$ cat src/rtl/cog_pkg.sv
// Shared constants, types and helpers for the chunked occupancy grid.
package cog_pkg;

  localparam int CHUNK_DIM       = 16;
  localparam int MAX_CHUNKS      = 16;
  localparam int CELLS_PER_CHUNK = CHUNK_DIM * CHUNK_DIM;
  localparam int MEM_DEPTH       = MAX_CHUNKS * CELLS_PER_CHUNK;

  localparam int KEY_W    = 32;
  localparam int ROW_W    = 4;
  localparam int CELL_W   = 7;
  localparam int VALUE_W  = 8;
  localparam int DIM_W    = $clog2(CHUNK_DIM);
  localparam int SLOT_W   = (MAX_CHUNKS > 1) ? $clog2(MAX_CHUNKS) : 1;
  localparam int CNT_W    = $clog2(MAX_CHUNKS + 1);
  localparam int OFF_W    = $clog2(CELLS_PER_CHUNK);
  localparam int ADDR_W   = (MEM_DEPTH > 1) ? $clog2(MEM_DEPTH) : 1;

  localparam int S_TDATA_W = 40;
  localparam int M_TDATA_W = 8;

  localparam logic [CELL_W-1:0]  CELL_MAX     = 7'd127;
  localparam logic [VALUE_W-1:0] ABSENT_VALUE = 8'h80;

  typedef enum logic {
    CMD_QUERY = 1'b0,
    CMD_ADD   = 1'b1
  } cmd_t;

  typedef enum logic [1:0] {
    STAT_OK     = 2'd0,
    STAT_ABSENT = 2'd1,
    STAT_FULL   = 2'd2
  } status_t;

  // Directory lookup outcome handed from the directory to the sequencer.
  typedef struct packed {
    logic              hit;
    logic              full;
    logic [SLOT_W-1:0] slot;
  } dir_res_t;

  // Row and column indexes wrap modulo the chunk size; the input is only
  // four bits wide, so a few conditional subtractions settle it.
  function automatic logic [DIM_W-1:0] wrap_idx(input logic [ROW_W-1:0] v);
    logic [ROW_W-1:0] t;
    t = v;
    for (int i = 0; i < 8; i++) begin
      if (int'(t) >= CHUNK_DIM) begin
        t = ROW_W'(int'(t) - CHUNK_DIM);
      end
    end
    return DIM_W'(t);
  endfunction

endpackage

$ cat src/rtl/cog_dir.sv
// Chunk key directory: parallel key match and in-order slot allocation.
module cog_dir (
  input  logic                  clk,
  input  logic                  rst,
  input  logic [cog_pkg::KEY_W-1:0] key,
  input  logic                  alloc,
  output cog_pkg::dir_res_t     res
);
  import cog_pkg::*;

  logic [KEY_W-1:0] key_table [MAX_CHUNKS];
  logic [CNT_W-1:0] slots_used;
  dir_res_t         res_next;

  // Slots are handed out in order and never freed, so a slot is valid
  // exactly when its index is below the fill count.
  always_comb begin
    res_next.hit  = 1'b0;
    res_next.full = (slots_used == CNT_W'(MAX_CHUNKS));
    res_next.slot = slots_used[SLOT_W-1:0];
    for (int s = MAX_CHUNKS - 1; s >= 0; s--) begin
      if ((slots_used > CNT_W'(s)) && (key_table[s] == key)) begin
        res_next.hit  = 1'b1;
        res_next.slot = SLOT_W'(s);
      end
    end
  end

  always_ff @(posedge clk) begin
    if (rst) begin
      slots_used <= '0;
    end else if (alloc) begin
      slots_used <= slots_used + CNT_W'(1);
    end
  end

  always_ff @(posedge clk) begin
    res <= res_next;
    if (alloc) begin
      key_table[slots_used[SLOT_W-1:0]] <= key;
    end
  end

  a_used_bound: assert property (@(posedge clk) disable iff (rst)
    slots_used <= CNT_W'(MAX_CHUNKS))
    else $error("directory fill count beyond capacity");

  a_no_alloc_full: assert property (@(posedge clk) disable iff (rst)
    alloc |-> slots_used != CNT_W'(MAX_CHUNKS))
    else $error("allocation into a full directory");

endmodule

$ cat config.mk
export PLATFORM = sky130hd
export DESIGN_NAME = cog_dir
export DESIGN_NICKNAME = d
export VERILOG_FILES = /design/src/rtl/cog_pkg.sv /design/src/rtl/cog_dir.sv
export SDC_FILE = /design/constraint.sdc
export NUM_CORES = 1
export LEC_CHECK = 0
export ABC_CLOCK_PERIOD_IN_PS = 3170
export BUFFER_PORTS_ARGS = -buffer_cell sky130_fd_sc_hd__buf_4
export CAP_MARGIN = 10
export CELL_PAD_IN_SITES_DETAIL_PLACEMENT = 1
export CELL_PAD_IN_SITES_GLOBAL_PLACEMENT = 2
export CORE_UTILIZATION = 45
export CTS_CLUSTER_SIZE = 14
export DETAILED_ROUTE_END_ITERATION = 12
export GPL_TIMING_DRIVEN = 0
export PLACE_DENSITY = 0.81
export REMOVE_ABC_BUFFERS = 1
export SYNTH_ARGS = -nofsm -noshare
export SYNTH_HDL_FRONTEND = slang
export SYNTH_SLANG_ARGS = --single-unit
$ cat constraint.sdc
create_clock -name clk -period 3.17 [get_ports clk]
set_clock_uncertainty 0.2 [all_clocks]
set_input_delay 0.1585 -clock clk [delete_from_list [all_inputs] [get_ports clk]]
set_output_delay 0.1585 -clock clk [all_outputs]
set_load 0.02 [all_outputs]
==> impl_metrics.json, run 1 <==
{
  "place.gp.congestion": 0.8206,
  "start_util_pct": 45.68,
  "drv_cap": 0,
  "cp.arrival_ns": 3.28,
  "clk_pin_slew_worst_paths_ns": 0.06,
  "cp_data_required_time_ns": 3.39,
  "synth_common_cells": "edfxtp_1 (512), xor2_1 (410), nor4_1 (122)",
  "power_density_nw_per_um2": 584.3,
  "place.detailed.hpwl_mm": 31.43,
  "p_leak_nw": 8.506,
  "synthArstFlopShare_pct": 0,
  "fillers": 4711,
  "dp.cells": 2134,
  "root_buffer": "clkbuf_16",
  "area_delta_synth_final_pct": 13.60,
  "setup_violations": 0,
  "synth_cells": 1487,
  "drt_iter0_drc": 1261,
  "grt_pass1_wl_mm": 91.92,
  "tightest_slew_ns": 0.9649,
  "route.top_layer_used": "met4",
  "drc": 0,
  "crit_path_start_kind": "flip-flop",
  "multiInputGateArea_um2": 6889,
  "grt_usage_pct": 25.33,
  "final_util_pct": 51.90,
  "cp-end-kind": "flip-flop",
  "synth_edf_count": 512,
  "setup_tns_ns": 0,
  "fin_crit_sh_pct": 96.34,
  "pre_cts_ws_ns": -0.3853,
  "slew_headroom_pct": 35.52,
  "synth_most_common_cell": "edfxtp_1",
  "ant_nets": 0,
  "ys_ff_latch": 523,
  "wl_per_cell_um": 28.22,
  "min_path_type": "in2reg",
  "path_max_fanout": 10,
  "finalPower_mw": 15.21,
  "via_per_inst": 5.714,
  "antenna_found_initial": 3,
  "drive_gt1_share_pct": 10.71,
  "ys_seq_area_share_pct": 68.04,
  "synthTopCellsByArea": "edfxtp_1 (67%), xor2_1 (16%), xnor2_1 (4.1%)",
  "wl_met3_mm": 4.124,
  "wl_met1_mm": 27.69,
  "vias": 12970,
  "synthFlopType": "edfxtp_1",
  "irDropWorstVdd_mv": 0.4454,
  "cts_setup_buffers": 0,
  "final_hold_viol_count": 0,
  "period_minus_slack_ns": 3.054,
  "num_rows": 82,
  "synth_warnings": 0,
  "cts_buffers": 54,
  "synth_top_cell_by_area": "edfxtp_1",
  "final_cells": 2270,
  "drtPass1Iterations": 5,
  "clock.fmax_ghz": 0.3275,
  "synth_cell_types": 50,
  "clk_latency_ns": 0.62,
  "drt-total-wl_mm": 64.05,
  "avgSynthCellArea_um2": 15.41,
  "worstSetupPathType": "reg2reg",
  "fin_nets": 1593,
  "seqCellArea_um2": 15600,
  "syn_area_um2": 22920,
  "cts_htree_levels": 2,
  "overflow": 0,
  "die_h_um": 227.7,
  "ios": 41,
  "first_global_vias": 13500,
  "portBuffers": 40,
  "core-area_um2": 50170,
  "slew_viol_final": 0,
  "rsz0062_at_grt": "no",
  "die_area_um2": 51840,
  "synth_top_area_share_pct": 67.08,
  "grt_max_degree": 34,
  "dieWidth_um": 227.7,
  "wl_met2_mm": 29.90,
  "status": "completed",
  "cts_buffer_depth": 3,
  "clock-sinks": 523,
  "setup_slack_ns": 0.1161,
  "cts_tree": "built"
}
## worst max-delay path, cell delays in order (launching register included)
cell	delay, ns
dfxtp_1	0.54
ha_2	0.36
nor4b_2	0.37
nor4_1	0.12
nand4_1	0.13
nor4_1	0.09
a31oi_1	0.35
nand2_1	0.16
nor3_1	0.32
nand3_1	0.21
## final timing paths
| check | startpoint | end | slack [ns] | cells past startpoint |
|---|---|---|---|---|
| max | slots_used[0]$_SDFFE_PP0P_ | res[5]$_SDFF_PP1_ | 0.12 | 9 |
| min | key[3] | key_table[8][3]$_DFFE_PP_ | 0.06 | 2 |
| max reg2reg | slots_used[0]$_SDFFE_PP0P_ | res[5]$_SDFF_PP1_ | 0.12 | 9 |
| min reg2reg | slots_used[4]$_SDFFE_PP0P_ | slots_used[4]$_SDFFE_PP0P_ | 0.41 | 2 |
## layout make-up
type / instances / share of cell area [%]
flip-flops and latches: 523 / 59.91
multi-input cells: 886 / 26.46
clock buffers: 76 / 5.742
repair buffers: 83 / 3.489
well taps: 672 / 3.229
clock inverters: 24 / 1.086
inverters: 5 / 0.07208
diodes: 1 / 0.009611
## logic make-up after synthesis
| family | count (synthesis) | share of synthesized area (%) |
|---|---|---|
| adders and majority gates | 5 | 0.2730 |
| DFF | 523 | 68.04 |
| AOI/OAI and AO/OA | 33 | 1.075 |
| muxes | 1 | 0.04367 |
| buffers and inverters | 78 | 2.473 |
| and+or+nand+nor | 329 | 8.298 |
| xor gates and xnor gates | 518 | 19.79 |
## cell usage in the layout (no fill, tap or decap), drive strengths merged, types with 4 or more instances in the layout
master	synthesis	routed
edfxtp	512	512
xor2	410	410
nor4	126	126
xnor2	108	108
clkbuf	6	76
buf	67	56
nand4	52	52
nor2	45	45
dlygate4sd3	0	27
nand2	24	24
nand3	23	23
nor3	20	20
clkinv	0	15
dfxtp	11	11
and3	7	7
inv	5	7
o21ai	7	7
nand2b	6	6
bufinv	0	6
nand4b	5	5
a21oi	5	5
ha	5	5
or3	4	4
o2111ai	4	4
a2111oi	4	4
a211oi	4	4
## what timing repair did
item | CTS | global route
gates cloned | 0 | 0
endpoints found under the hold margin | 517 | 0
pin swaps | 0 | 1
resized for setup | 7 | 12
hold buffers | 35 | 0
endpoints found under the setup margin | 5 | 5
## state kept, by name, indices dropped and copies added, names as in the netlist
signal and cells:
key_table 512, res 6, slots_used 5
## report_power, final
part	total (mW)	switching, mW	internal (mW)
Clock	6.43	2.66	3.77
Combinational	1.05	0.744	0.306
Sequential	7.73	0.0444	7.69
## per-stage QoR
step	area, um2	hold WS, ns
after floorplan	22370	0.03088
after global placement	23510	0.1939
after detailed placement	23740	0.1964
after CTS	25980	0.03403
after global routing	26040	0.05054
final	26040	0.05948
## per-layer routing
metal,vias up,GRT usage [%]
met5,-,0
met4,0,10.48
met3,123,3.548
met2,436,40.18
met1,6796,35.16
li1,5616,-
Note: power is estimated with default switching activity, not from simulation.
==> run 2: changes to the inputs <==
Settings changed: CTS_BUF_LIST from default to sky130_fd_sc_hd__clkbuf_2 sky130_fd_sc_hd__clkbuf_4 sky130_fd_sc_hd__clkbuf_8.
==> run 2 against run 1 <==
Net effect: die area did not move; highest routed layer unchanged; cell area shrank 0.86%; utilization down 0.45 points; hold slack better by 0.021 ns; register-to-register slack gained 0.04 ns; via count is 1.3% lower; routed wire length down 9.3%; clock power fell by 11%; worst setup slack improved by 0.041 ns; count of clock-buffer cells in the layout increased by 46.
==> impl_metrics.json, run 2 (synthesized netlist as in run 1, its figures left out) <==
{
  "status": "completed",
  "via_per_inst": 5.517,
  "drt-total-wl_mm": 58.07,
  "final_hold_viol_count": 0,
  "period_minus_slack_ns": 3.013,
  "ant_nets": 0,
  "drtPass1Iterations": 7,
  "drv_cap": 0,
  "die_h_um": 227.7,
  "placed_area_um2": 23740,
  "die_area_um2": 51840,
  "num_rows": 82,
  "critical-path-max-stage-delay_ns": 0.55,
  "clk_pin_slew_worst_paths_ns": 0.06,
  "wl_per_cell_um": 25.02,
  "clock-sinks": 523,
  "clk_latency_ns": 0.66,
  "fin_nets": 1625,
  "drc": 0,
  "slew_viol_final": 0,
  "worstSetupPathType": "in2reg",
  "antenna_found_initial": 2,
  "path_max_fanout": 32,
  "layout_commonest_cell": "edfxtp_1",
  "rrSetupSlack_ns": 0.16,
  "rsz0062_at_grt": "no",
  "critical-path-slowest-cell": "buf_4",
  "cts_tree": "built",
  "ios": 41,
  "multiInputGateArea_um2": 6883,
  "area_delta_synth_final_pct": 12.63,
  "vias": 12810,
  "place.gp.congestion": 0.8206,
  "cts_buffers": 86,
  "drt_iter0_drc": 937,
  "crit_path_start_kind": "primary input",
  "first_global_vias": 13430,
  "mostFrequentLayoutCells": "edfxtp_1 (512), xor2_1 (410), nor4_1 (118)",
  "min_path_type": "in2reg",
  "grt_pass1_wl_mm": 86.22,
  "seqCellArea_um2": 15600,
  "fin_crit_sh_pct": 95.05,
  "portBuffers": 40,
  "place.detailed.hpwl_mm": 31.43,
  "start_util_pct": 45.68,
  "grt_usage_pct": 23.21,
  "grt_max_degree": 34,
  "overflow": 0,
  "slew_headroom_pct": 36.37,
  "irDropWorstVdd_mv": 0.4261,
  "tightest_slew_ns": 0.9522,
  "fillers": 4795,
  "holdWs_ns": 0.08012,
  "dp.cells": 2134,
  "drive_gt1_share_pct": 13.41,
  "cp_data_required_time_ns": 3.48,
  "power_density_nw_per_um2": 559.0,
  "dieWidth_um": 227.7,
  "p_leak_nw": 8.466,
  "root_buffer": "clkbuf_8",
  "cts_buffer_depth": 3,
  "cp-end-kind": "flip-flop",
  "cp.arrival_ns": 3.33,
  "core-area_um2": 50170,
  "crit_chain": "dlygate4sd3_1 > buf_4 > xor2_1 > nor4_1 > nand3_1 > or3_1 > a21oi_1 > nor2_1 > a211oi_1 > a211oi_2",
  "final_cells": 2321,
  "clock.fmax_ghz": 0.3319,
  "largest_reg_flops": 512,
  "final_area_um2": 25810,
  "setup_violations": 0,
  "setup_tns_ns": 0,
  "cts_htree_levels": 3
}
==> run 2: cell count changes in the layout (fill, tap and decap cells not counted) <==
| cell | change |
|---|---|
| clkbuf_1 | -17 |
| clkbuf_8 | +86 |
| bufinv_16 | -5 |
| clkinvlp_4 | +2 |
| clkbuf_16 | -55 |
| buf_12 | -8 |
| inv_16 | -1 |
| dlygate4sd3_1 | +8 |
| nor4_2 | -1 |
| clkinv_1 | +9 |
| clkbuf_4 | +32 |
| nor4_1 | +1 |
==> run 2: final timing paths <==
| path | end | cells after the start | startpoint |
|---|---|---|---|
| hold reg to reg | slots_used[4]$_SDFFE_PP0P_ | 2 | slots_used[4]$_SDFFE_PP0P_ |
| setup reg to reg | res[5]$_SDFF_PP1_ | 9 | slots_used[0]$_SDFFE_PP0P_ |
| setup / recovery | res[0]$_SDFF_PP0_ | 10 | key[20] |
| hold / removal | slots_used[3]$_SDFFE_PP0P_ | 3 | rst |
==> run 2: repair_timing <==
action | CTS | global route
setup buffers | 0 | 0
hold buffers | 35 | 0
setup endpoints to repair | 5 | 5
cloned | 0 | 0
endpoints found under the hold margin | 517 | 0
gates resized for setup | 8 | 10
==> run 2: critical path, delay by kind of cell <==
family | cells | cell delay [ns]
simple gates | 4 | 1.08
xor+xnor | 1 | 0.19
compound gates | 3 | 0.76
buf+inv | 2 | 1.08
==> run 2: area by class of cell <==
cell class,instances,share of cell area (%)
Sequential cell,523,60.43
Multi-Input combinational cell,886,26.66
Clock buffer,122,5.729
Tap cell,672,3.257
Timing Repair Buffer,83,3.209
Clock inverter,29,0.6253
Inverter,5,0.07271
Antenna cell,1,0.009694
==> run 2: metal layers <==
layer  global-route usage [%]  share of wire [%]
met3                    4.139                4.6
met2                    37.32                 47
met4                    7.015                2.4
met5                        0                  0
met1                    32.19                 46
==> run 2: where the power goes <==
group	switching [mW]	total [mW]	internal, mW	leakage [nW]
sequential	0.0436	7.73	7.69	4.72
clock	2.64	5.72	3.07	0.870
combinational	0.686	0.979	0.293	2.88
==> run 2: through the flow <==
step / power (mW) / util, % / setup WS (ns)
after global routing: 14.91 / 51.45 / 0.01463
after CTS: 14.56 / 51.37 / 0.02764
final: 14.43 / 51.45 / 0.1570
after floorplan: 8.278 / - / 0.3339
after detailed placement: 8.825 / 47.32 / -0.3853
after global placement: 8.778 / 46.87 / -0.5446
